===== config.mk =====
export PLATFORM = sky130hd
export DESIGN_NAME = palette_pixel_block_scaler_core
export DESIGN_NICKNAME = d
export VERILOG_FILES = /design/src/design/ppbs_pkg.sv /design/src/design/ppbs_ram.sv /design/src/design/ppbs_mac.sv /design/src/design/ppbs_seq.sv /design/src/design/palette_pixel_block_scaler_core.sv
export VERILOG_INCLUDE_DIRS = /design/src /design/src/design
export SDC_FILE = /design/constraint.sdc
export NUM_CORES = 2
export LEC_CHECK = 0
export ABC_AREA = 0
export BUFFER_PORTS_ARGS = -buffer_cell sky130_fd_sc_hd__buf_4
export CORE_MARGIN = 3
export CORE_UTILIZATION = 50
export DETAILED_ROUTE_END_ITERATION = 6
export GPL_TIMING_DRIVEN = 0
export PLACE_DENSITY = 0.7
export SLEW_MARGIN = 15
export SYNTH_ARGS = -nofsm -noshare
export SYNTH_HDL_FRONTEND = slang
export SYNTH_SLANG_ARGS = --single-unit

===== constraint.sdc =====
create_clock -name clk -period 15.05 [get_ports clk]
set_input_delay 0 -clock clk [delete_from_list [all_inputs] [get_ports clk]]
set_output_delay 0 -clock clk [all_outputs]
set_load 0.01 [all_outputs]

===== src/design/palette_pixel_block_scaler_core_defines.svh =====
// Assertion macros for the palette pixel block scaler.
`ifndef PALETTE_PIXEL_BLOCK_SCALER_CORE_DEFINES_SVH
`define PALETTE_PIXEL_BLOCK_SCALER_CORE_DEFINES_SVH

// Antecedent implies consequent in the same cycle.
`define PPBS_ASSERT_NOW(lbl, ante, cons, msg) \
  lbl: assert property (@(posedge clk) disable iff (!rst_n) (ante) |-> (cons)) \
    else $error(msg);

// Antecedent implies consequent in the next cycle.
`define PPBS_ASSERT_NEXT(lbl, ante, cons, msg) \
  lbl: assert property (@(posedge clk) disable iff (!rst_n) (ante) |=> (cons)) \
    else $error(msg);

`endif


===== src/design/ppbs_pkg.sv =====
// Shared widths, register indexes and interface structs of the block scaler.
package ppbs_pkg;

  localparam int SRC_W   = 12;
  localparam int SCALE_W = 4;
  localparam int OFF_W   = 13;
  localparam int IDX_W   = 8;
  localparam int COLOR_W = 16;
  localparam int DEST_W  = 9;
  localparam int CFG_IDX_W = 2;
  // signed working width for display coordinates
  localparam int CW      = 18;

  localparam logic [CFG_IDX_W-1:0] CFG_SCALE    = 2'd0;
  localparam logic [CFG_IDX_W-1:0] CFG_OFFSET_X = 2'd1;
  localparam logic [CFG_IDX_W-1:0] CFG_OFFSET_Y = 2'd2;

  typedef struct packed {
    logic [SCALE_W-1:0]       scale;  // already saturated to 1..MAX_SCALE
    logic signed [OFF_W-1:0]  off_x;
    logic signed [OFF_W-1:0]  off_y;
  } ppbs_geom_t;

  typedef struct packed {
    logic             start;
    logic [SRC_W-1:0] src_x;
    logic [SRC_W-1:0] src_y;
  } ppbs_job_t;

  typedef struct packed {
    logic              valid;
    logic [DEST_W-1:0] x;
    logic [DEST_W-1:0] y;
    logic              last;
  } ppbs_emit_t;

endpackage


===== src/design/ppbs_ram.sv =====
// Generic single-write, single-read RAM with registered read data.
module ppbs_ram #(
  parameter int WIDTH = 16,
  parameter int DEPTH = 256
) (
  input  logic                     clk,
  input  logic                     we,
  input  logic [$clog2(DEPTH)-1:0] waddr,
  input  logic [WIDTH-1:0]         wdata,
  input  logic                     re,
  input  logic [$clog2(DEPTH)-1:0] raddr,
  output logic [WIDTH-1:0]         rdata
);

  logic [WIDTH-1:0] mem [DEPTH];
  logic [WIDTH-1:0] rdata_r;

  always_ff @(posedge clk) begin
    if (we) begin
      mem[waddr] <= wdata;
    end
    if (re) begin
      rdata_r <= mem[raddr];
    end
  end

  assign rdata = rdata_r;

endmodule


===== src/design/ppbs_mac.sv =====
// Shared multiply-add unit: offset + coordinate * scale.
module ppbs_mac (
  input  logic [ppbs_pkg::SRC_W-1:0]          coord,
  input  logic [ppbs_pkg::SCALE_W-1:0]        scale,
  input  logic signed [ppbs_pkg::OFF_W-1:0]   offset,
  output logic signed [ppbs_pkg::CW-1:0]      sum
);

  localparam int PW = ppbs_pkg::SRC_W + ppbs_pkg::SCALE_W;

  logic [PW-1:0] prod;

  assign prod = PW'(coord) * PW'(scale);
  assign sum  = ppbs_pkg::CW'(offset) + $signed({{(ppbs_pkg::CW-PW){1'b0}}, prod});

endmodule


===== src/design/ppbs_seq.sv =====
// Block sequencer: corner computation, clipping and raster walk of the block.
module ppbs_seq #(
  parameter int DISPLAY_W = 466,
  parameter int DISPLAY_H = 466
) (
  input  logic                 clk,
  input  logic                 rst_n,
  input  ppbs_pkg::ppbs_geom_t geom,
  input  ppbs_pkg::ppbs_job_t  job,
  input  logic                 emit_take,
  output logic                 ready,
  output ppbs_pkg::ppbs_emit_t emit
);

  localparam int CW = ppbs_pkg::CW;
  localparam logic signed [CW-1:0] LIM_X = CW'(DISPLAY_W);
  localparam logic signed [CW-1:0] LIM_Y = CW'(DISPLAY_H);
  localparam logic signed [CW-1:0] ONE   = CW'(1);

  localparam logic [2:0] ST_IDLE = 3'd0;
  localparam logic [2:0] ST_MULX = 3'd1;
  localparam logic [2:0] ST_MULY = 3'd2;
  localparam logic [2:0] ST_CLIP = 3'd3;
  localparam logic [2:0] ST_EMIT = 3'd4;

  logic [2:0] state_r, state_nxt;

  logic [ppbs_pkg::SRC_W-1:0] sx_r, sy_r;
  logic signed [CW-1:0] bx_r, by_r, x_r, y_r, xe_r, ye_r;

  logic [ppbs_pkg::SRC_W-1:0]        mac_coord;
  logic signed [ppbs_pkg::OFF_W-1:0] mac_off;
  logic signed [CW-1:0]              mac_sum;

  logic signed [CW-1:0] s_ext, xl, yl, xe_c, ys_c, ye_c;
  logic                 drop;
  logic                 row_end, blk_end;

  // one unit serves both axes, x first
  assign mac_coord = (state_r == ST_MULX) ? sx_r : sy_r;
  assign mac_off   = (state_r == ST_MULX) ? geom.off_x : geom.off_y;

  ppbs_mac u_mac (
    .coord  (mac_coord),
    .scale  (geom.scale),
    .offset (mac_off),
    .sum    (mac_sum)
  );

  // visible rectangle of the block; left overhang drops the whole pixel
  assign s_ext = $signed({{(CW-ppbs_pkg::SCALE_W){1'b0}}, geom.scale});
  assign xl    = bx_r + s_ext - ONE;
  assign yl    = by_r + s_ext - ONE;
  assign drop  = (bx_r < 0) || (bx_r >= LIM_X) || (by_r >= LIM_Y) || (yl < 0);
  assign xe_c  = (xl >= LIM_X) ? LIM_X - ONE : xl;
  assign ys_c  = (by_r < 0) ? '0 : by_r;
  assign ye_c  = (yl >= LIM_Y) ? LIM_Y - ONE : yl;

  assign row_end = (x_r == xe_r);
  assign blk_end = row_end && (y_r == ye_r);

  always_comb begin
    state_nxt = state_r;
    unique case (state_r)
      ST_IDLE: begin
        if (job.start) begin
          state_nxt = ST_MULX;
        end
      end
      ST_MULX: state_nxt = ST_MULY;
      ST_MULY: state_nxt = ST_CLIP;
      ST_CLIP: state_nxt = drop ? ST_IDLE : ST_EMIT;
      ST_EMIT: begin
        if (emit_take && blk_end) begin
          state_nxt = ST_IDLE;
        end
      end
      default: state_nxt = ST_IDLE;
    endcase
  end

  always_ff @(posedge clk) begin
    if (!rst_n) begin
      state_r <= ST_IDLE;
    end else begin
      state_r <= state_nxt;
    end
  end

  always_ff @(posedge clk) begin
    if (state_r == ST_IDLE && job.start) begin
      sx_r <= job.src_x;
      sy_r <= job.src_y;
    end
    if (state_r == ST_MULX) begin
      bx_r <= mac_sum;
    end
    if (state_r == ST_MULY) begin
      by_r <= mac_sum;
    end
    if (state_r == ST_CLIP) begin
      x_r  <= bx_r;
      y_r  <= ys_c;
      xe_r <= xe_c;
      ye_r <= ye_c;
    end
    if (state_r == ST_EMIT && emit_take) begin
      if (row_end) begin
        x_r <= bx_r;
        y_r <= y_r + ONE;
      end else begin
        x_r <= x_r + ONE;
      end
    end
  end

  assign ready      = (state_r == ST_IDLE);
  assign emit.valid = (state_r == ST_EMIT);
  assign emit.x     = x_r[ppbs_pkg::DEST_W-1:0];
  assign emit.y     = y_r[ppbs_pkg::DEST_W-1:0];
  assign emit.last  = blk_end;

endmodule


===== src/design/palette_pixel_block_scaler_core.sv =====
// Top level: nearest-neighbour block upscaler with palette lookup.
//
// Input channel (in_valid/in_ready) takes one word per item. A palette
// write (in_func = 0) stores in_entry_color. A pixel (in_func = 1) is
// looked up in the palette and expanded into the visible part of a
// scale-by-scale block of writes, row by row, left to right.
// Keyed transparent pixels and pixels whose block starts left of column 0
// give no writes. A pixel occupies the sequencer for two passes through
// the shared multiply-add unit, a clip step, then its visible writes
// (at most 64 at scale 8), one per cycle unless the output stalls.
// in_ready is high only while the sequencer is idle.
// The output register holds a word until out_ready; a stall freezes the
// raster walk, and the next item may be taken while the last word waits.
// out_block_last marks the final write of a pixel.
// Reset (rst_n low, synchronous) sets scale 1, offsets 0 and empties the
// output; palette contents are undefined until written.
`include "palette_pixel_block_scaler_core_defines.svh"

module palette_pixel_block_scaler_core #(
  parameter int DISPLAY_W    = 466,
  parameter int DISPLAY_H    = 466,
  parameter int MAX_SCALE    = 8,
  parameter int PALETTE_SIZE = 256
) (
  input  logic                               clk,
  input  logic                               rst_n,

  input  logic                               cfg_we,
  input  logic [ppbs_pkg::CFG_IDX_W-1:0]     cfg_index,
  input  logic [ppbs_pkg::OFF_W-1:0]         cfg_wdata,

  input  logic                               in_valid,
  output logic                               in_ready,
  input  logic                               in_func,
  input  logic [ppbs_pkg::IDX_W-1:0]         in_pixel_index,
  input  logic [ppbs_pkg::COLOR_W-1:0]       in_entry_color,
  input  logic [ppbs_pkg::SRC_W-1:0]         in_src_x,
  input  logic [ppbs_pkg::SRC_W-1:0]         in_src_y,
  input  logic                               in_keying_on,
  input  logic [ppbs_pkg::IDX_W-1:0]         in_key_index,

  output logic                               out_valid,
  input  logic                               out_ready,
  output logic [ppbs_pkg::DEST_W-1:0]        out_dest_x,
  output logic [ppbs_pkg::DEST_W-1:0]        out_dest_y,
  output logic [ppbs_pkg::COLOR_W-1:0]       out_pixel_color,
  output logic                               out_block_last
);

  localparam int AW = $clog2(PALETTE_SIZE);
  localparam logic [ppbs_pkg::IDX_W:0] PAL_LIM = (ppbs_pkg::IDX_W + 1)'(PALETTE_SIZE);
  localparam logic [ppbs_pkg::SCALE_W-1:0] SCALE_MAX = ppbs_pkg::SCALE_W'(MAX_SCALE);

  logic [ppbs_pkg::SCALE_W-1:0]       scale_r;
  logic signed [ppbs_pkg::OFF_W-1:0]  off_x_r, off_y_r;

  logic                               accept, idx_ok, keyed;
  logic                               pal_we, pal_re;
  logic [ppbs_pkg::COLOR_W-1:0]       pal_rdata;
  logic                               oob_r;

  ppbs_pkg::ppbs_geom_t               geom;
  ppbs_pkg::ppbs_job_t                job;
  ppbs_pkg::ppbs_emit_t               emit;
  logic                               emit_take;
  logic                               seq_ready;

  logic                               out_valid_r;
  logic [ppbs_pkg::DEST_W-1:0]        out_x_r, out_y_r;
  logic [ppbs_pkg::COLOR_W-1:0]       out_color_r;
  logic                               out_last_r;

  // configuration registers
  always_ff @(posedge clk) begin
    if (!rst_n) begin
      scale_r <= ppbs_pkg::SCALE_W'(1);
      off_x_r <= '0;
      off_y_r <= '0;
    end else if (cfg_we) begin
      unique case (cfg_index)
        ppbs_pkg::CFG_SCALE:    scale_r <= cfg_wdata[ppbs_pkg::SCALE_W-1:0];
        ppbs_pkg::CFG_OFFSET_X: off_x_r <= cfg_wdata;
        ppbs_pkg::CFG_OFFSET_Y: off_y_r <= cfg_wdata;
        default: ;
      endcase
    end
  end

  // zero scale acts as 1, oversize saturates
  always_comb begin
    geom.off_x = off_x_r;
    geom.off_y = off_y_r;
    if (scale_r == '0) begin
      geom.scale = ppbs_pkg::SCALE_W'(1);
    end else if (scale_r > SCALE_MAX) begin
      geom.scale = SCALE_MAX;
    end else begin
      geom.scale = scale_r;
    end
  end

  assign in_ready = seq_ready;
  assign accept   = in_valid && in_ready;
  assign idx_ok   = ({1'b0, in_pixel_index} < PAL_LIM);
  assign keyed    = in_keying_on && (in_pixel_index == in_key_index);
  assign pal_we   = accept && !in_func && idx_ok;
  assign pal_re   = accept && in_func;

  ppbs_ram #(
    .WIDTH (ppbs_pkg::COLOR_W),
    .DEPTH (PALETTE_SIZE)
  ) u_palette (
    .clk   (clk),
    .we    (pal_we),
    .waddr (in_pixel_index[AW-1:0]),
    .wdata (in_entry_color),
    .re    (pal_re),
    .raddr (in_pixel_index[AW-1:0]),
    .rdata (pal_rdata)
  );

  // index past the palette reads as black
  always_ff @(posedge clk) begin
    if (pal_re) begin
      oob_r <= !idx_ok;
    end
  end

  assign job.start = accept && in_func && !keyed;
  assign job.src_x = in_src_x;
  assign job.src_y = in_src_y;

  ppbs_seq #(
    .DISPLAY_W (DISPLAY_W),
    .DISPLAY_H (DISPLAY_H)
  ) u_seq (
    .clk       (clk),
    .rst_n     (rst_n),
    .geom      (geom),
    .job       (job),
    .emit_take (emit_take),
    .ready     (seq_ready),
    .emit      (emit)
  );

  // output register; loads whenever empty or being drained
  assign emit_take = emit.valid && (!out_valid_r || out_ready);

  always_ff @(posedge clk) begin
    if (!rst_n) begin
      out_valid_r <= 1'b0;
    end else if (emit_take) begin
      out_valid_r <= 1'b1;
    end else if (out_ready) begin
      out_valid_r <= 1'b0;
    end
  end

  always_ff @(posedge clk) begin
    if (emit_take) begin
      out_x_r     <= emit.x;
      out_y_r     <= emit.y;
      out_color_r <= oob_r ? '0 : pal_rdata;
      out_last_r  <= emit.last;
    end
  end

  assign out_valid       = out_valid_r;
  assign out_dest_x      = out_x_r;
  assign out_dest_y      = out_y_r;
  assign out_pixel_color = out_color_r;
  assign out_block_last  = out_last_r;

  `PPBS_ASSERT_NEXT(a_busy_after_start, job.start, !in_ready, "ready high after pixel start")
  `PPBS_ASSERT_NEXT(a_idle_after_last, emit_take && emit.last, in_ready, "not idle after last word")
  `PPBS_ASSERT_NEXT(a_pal_write_one_cycle, accept && !in_func, in_ready, "palette write left block busy")
  `PPBS_ASSERT_NOW(a_take_needs_room, emit_take, !out_valid_r || out_ready, "output word overwritten")

endmodule

==> impl_table.tex <==
\begin{tabular}{lr}
\hline
Metric & Value \\
\hline
\multicolumn{2}{l}{\textbf{Layout}} \\
Fill cell instance count of the final layout & around 23,000 \\
FF+latch area & 129,000 sq um \\
Area taken by multi-input logic gates & approximately 40,000 sq um \\
Number of nets in the layout & roughly 8,800 \\
Signed area change from the synthesized netlist to the final layout & 17.9\% \\
Ratio of cells with drive above 1 in the final layout & 0.326 \\
\multicolumn{2}{l}{\textbf{Setup path}} \\
Worst Path Max Fanout & 10 \\
Setup Crit Path Kind & reg2reg \\
Data arrival, critical path & around 8.1 ns \\
Critical Path Sink Type & flop \\
Sort of element at the start of the critical path & flop \\
Most used cell, CP & fa\_1 \\
Worst path bufs/invs & 3 \\
Worst-path cell chain & clkbuf\_1 > nor3b\_1 > clkbuf\_1 > mux2i\_1 > or2\_2 > fa\_1 > inv\_1 > fa\_1 > fa\_1 > a21o\_1 > a21oi\_1 > nor2b\_1 > o21a\_1 > nor2\_1 > xnor2\_1 > ha\_1 > a2111o\_1 > o31ai\_1 > nor2b\_1 > o21ai\_0 > and3\_1 > a311oi\_1 \\
Largest delay share family, worst path & compound AO/OA/AOI/OAI gates \\
Crit-path max cell delay & 0.65 ns \\
Required time of the worst setup path & about 16 ns \\
Crit path max-delay cell type & clkbuf\_1 \\
\multicolumn{2}{l}{\textbf{Synth}} \\
Arithmetic-cell share of the synthesized area counting full adders, half adders and majority gates & 0.00950 \\
Main flop type after synthesis & edfxtp\_1 \\
Number of enable flip-flop cells after synthesis & 4,261 \\
Post-synthesis cell area & approximately 170,000 sq um \\
Compound-gate portion of the synthesized area & 0.0152 \\
Parity-gate share of the synthesized area counting xor and xnor cells & 0.00589 \\
Post-Synthesis Cells & $\sim$7,600 \\
Distinct cells, synth & between 70 and 80 \\
Yosys reg bits & between 4,000 and 5,000 \\
Post-synthesis mux area share & 0.173 \\
Mean Syn Cell Area & 22.3 sq um \\
Dominant combinational cell family by area after synthesis & multiplexers \\
Area share of and/or/nand/nor cells after synthesis & 0.0226 \\
Proportion of synthesized flip-flops having asynchronous set or reset & 0 \\
Yosys warns & 0 \\
Post-Synthesis Net Count & roughly 7,800 \\
Seq/Total Area, Yosys & 0.760 \\
\multicolumn{2}{l}{\textbf{Timing}} \\
Fmax & roughly 140 MHz \\
Slew margin rel. & 0.0654 \\
Post-route minimum period & approximately 7.3 ns \\
Worst-Margin Slew & 1.40 ns \\
Final worst slack & around 7.7 ns \\
Post-route setup TNS & 0 ns \\
Number of setup violations in the final report & 0 \\
Setup skew after layout & 0.0570 ns \\
Max-slew violations & 0 \\
Final critical-path share of the clock period & 0.488 \\
Final Hold Violating Endpoints & 0 \\
Setup repair after global routing missed its margin & no \\
\multicolumn{2}{l}{\textbf{Placed design}} \\
Setup slack after placement & $\sim$7.9 ns \\
Half-perimeter wire length after placement & approximately 460 mm \\
Number of buffers added on ports & between 100 and 150 \\
RePlAce Congestion & 1.09 \\
\multicolumn{2}{l}{\textbf{GRT}} \\
Largest net degree at the start of global routing & 153 \\
Number of antenna violations at the first check in global routing & 91 \\
Final global-route overflow total & 0 \\
Global router's overall resource usage & 0.392 \\
Global-route wire length before repair & 877 mm \\
Number of global-route vias before repair & approximately 90,000 \\
\multicolumn{2}{l}{\textbf{Detailed routing}} \\
Routed wirelength normalized by instance count & 50.5 um \\
Drt total wl & around 680 mm \\
Via count & between 90,000 and 100k \\
Detailed router's first-iteration violation count & 21,011 \\
Number of antenna-violating nets in the routed design & 0 \\
Residual DRC count & 52 \\
Number of search-and-repair iterations in the first detailed-routing pass & 7 \\
Via-per-instance ratio & roughly 7.2 \\
\multicolumn{2}{l}{\textbf{Power and ir drop}} \\
Switching power as a share of total power & 0.242 \\
Sequential share of power & 0.506 \\
Switching power of the nets & between 0.006 and 0.007 W \\
Share of total power in combinational logic & 0.090 \\
Leakage power & 63.2 nW \\
Internal power consumption & about 0.02 W \\
Power per cell area & 132 nW/um\^{}2 \\
Part of the power in the clock network & 0.405 \\
Maximum resistive drop on vdd & 0.122 mV \\
\multicolumn{2}{l}{\textbf{Die}} \\
Floorplan die area & 346,000 sq um \\
Num rows & approximately 210 \\
Standard cell core area & about 340,000 sq um \\
Initial core utilization & 0.503 \\
Floorplan die width & approximately 600 um \\
Number of placed I/O pins & between 100 and 150 \\
Y dimension of the die & around 600 um \\
\multicolumn{2}{l}{\textbf{Clock tree}} \\
Clock tree from TritonCTS & yes \\
\# clock sinks & between 4,000 and 5,000 \\
Number of H-tree branching levels & 5 \\
Clock Tree Buf Depth & 4 \\
Cts bufs inserted & around 430 \\
Count of cells resized by post-cts repair & 0 \\
CTS Root Cell & clkbuf\_16 \\
Post-CTS repair timing setup buffer count & 0 \\
Clock latency on the worst-skew pair & approximately 1.0 ns \\
Clock slew at the register clock pins of the worst setup and hold paths & approximately 0.060 ns \\
\multicolumn{2}{l}{\textbf{Status}} \\
Run status & finished with violations \\
Violations in the final reports & design-rule violations \\
\multicolumn{2}{l}{\textbf{Job}} \\
Number of max-cap violations & 0 \\
\multicolumn{2}{l}{\textbf{Hold path}} \\
Hold crit path type & in2reg \\
\hline
\end{tabular}
[cells in the mapped netlist (all sizes together) (12+ instances only)]
cell	number	area [sq um]
edfxtp	4261	128000
mux4	1264	28500
nor2	379	1420
nand2	206	773
buf	204	1320
clkbuf	175	657
inv	103	387
ha	92	1150
a21oi	86	430
xnor2	70	613
nand3	64	320
mux2i	59	591
dfxtp	52	1040
a22oi	49	368
o21ai	49	245
nor3	45	225
xor2	44	385
nor2b	29	181
a21boi	27	203
fa	23	460
nand4	23	144
mux2	19	214
or3	19	119
a211oi	18	135
and3	16	100
nand2b	14	87.6
a22o	13	114
o211ai	12	90.1
[cells in the final DEF (no fill, tap or decap), drive strengths merged, types with 9 or more instances in the layout]
master,n
or3,19
xnor2,70
nor2b,29
and3,16
clkinvlp,14
a21o,11
nor4,11
ha,92
and2,11
clkinv,204
fa,23
o21ai,49
o211ai,12
nand4,23
mux2i,59
nand2,206
nor2,379
buf,614
nor3,45
a211oi,18
xor2,44
diode,78
a22oi,49
mux4,1264
a21boi,27
nand2b,14
dfxtp,52
a21oi,86
dlygate4sd3,130
bufinv,42
clkbuf,686
mux2,19
nand3,64
a311oi,9
inv,122
or2,11
edfxtp,4261
o32ai,9
a22o,13
[path summary, 6_finish.rpt]
| check | from | endpoint | slack (ns) | cells past startpoint |
|---|---|---|---|---|
| worst min-delay path | in_entry_color[15] | u_palette.mem[89][15] | 0.03 | 2 |
| worst max-delay path | u_seq.state_r[2] | u_seq.bx_r[16] | 7.71 | 22 |
| worst max register to register | u_seq.state_r[2] | u_seq.bx_r[16] | 7.71 | 22 |
| worst min register to register | u_palette.rdata[1] | out_pixel_color[1] | 0.41 | 0 |
[state kept, by name (all words and copies together) (netlist names)]
| signal | cells |
|---|---|
| u_seq.sy_r | 12 |
| off_x_r | 13 |
| u_seq.y_r | 18 |
| out_pixel_color | 16 |
| u_seq.state_r | 3 |
| out_valid | 1 |
| out_dest_x | 9 |
| off_y_r | 13 |
| out_block_last | 1 |
| scale_r | 4 |
| u_seq.x_r | 18 |
| u_seq.by_r | 18 |
| out_dest_y | 9 |
| u_seq.xe_r | 18 |
| u_palette.rdata | 16 |
| u_seq.sx_r | 12 |
| u_seq.ye_r | 18 |
| u_seq.bx_r | 18 |
| u_palette.mem | 4096 |
[layer usage]
| layer | GRT usage | wire length (um) |
|---|---|---|
| met2 | 0.530 | 282000 |
| met4 | 0.313 | 68300 |
| met1 | 0.468 | 211000 |
| met3 | 0.204 | 120000 |
| met5 | 0.0171 | 1320 |
[power by group through the flow]
stage / clock (W) / combinational [W] / sequential (W)
finish: 0.0107 / 0.00237 / 0.0134
floorplan: 0 / 0.00102 / 0.0136
global placement: 0 / 0.00205 / 0.0136
global route: 0.0111 / 0.00237 / 0.0134
CTS: 0.0106 / 0.00224 / 0.0134
detailed placement: 0 / 0.00220 / 0.0136
[cell type report]
type / count / area share
antenna: 78 / 0.000976
clock inverter: 277 / 0.0132
buffer: 379 / 0.0110
inverter: 105 / 0.00199
tap: 4515 / 0.0282
multi-input combinational: 2796 / 0.200
sequential: 4313 / 0.645
timing repair buffer: 540 / 0.0447
clock buffer: 511 / 0.0554
[repair_timing]
item / 4_1_cts / 5_1_grt
endpoints found under the hold margin: 3719 / 3
endpoints found under the setup margin: 0 / 0
hold buffers: 129 / 1
[cell families after synthesis]
family / count (synthesis)
AO/OA/AOI/OAI: 369
XOR/XNOR: 114
adder cells (fa/ha/maj): 115
AND/OR/NAND/NOR: 856
buffers and inverters: 484
multiplexers: 1342
flip-flops: 4313
[through the flow]
stage	instances	utilization	hold WS, ns	power [W]	instance area (sq um)
2_1_floorplan	7593	-	0.0989	0.0146	170000
3_3_place_gp	12218	0.522	0.178	0.0157	176000
3_5_place_dp	12518	0.548	0.179	0.0158	185000
4_1_cts	13435	0.593	0.00143	0.0262	200000
5_1_grt	13447	0.593	0.0481	0.0268	200000
6_report	13514	0.593	0.0336	0.0264	200000
No activity file was read; power rests on OpenSTA's default activity.
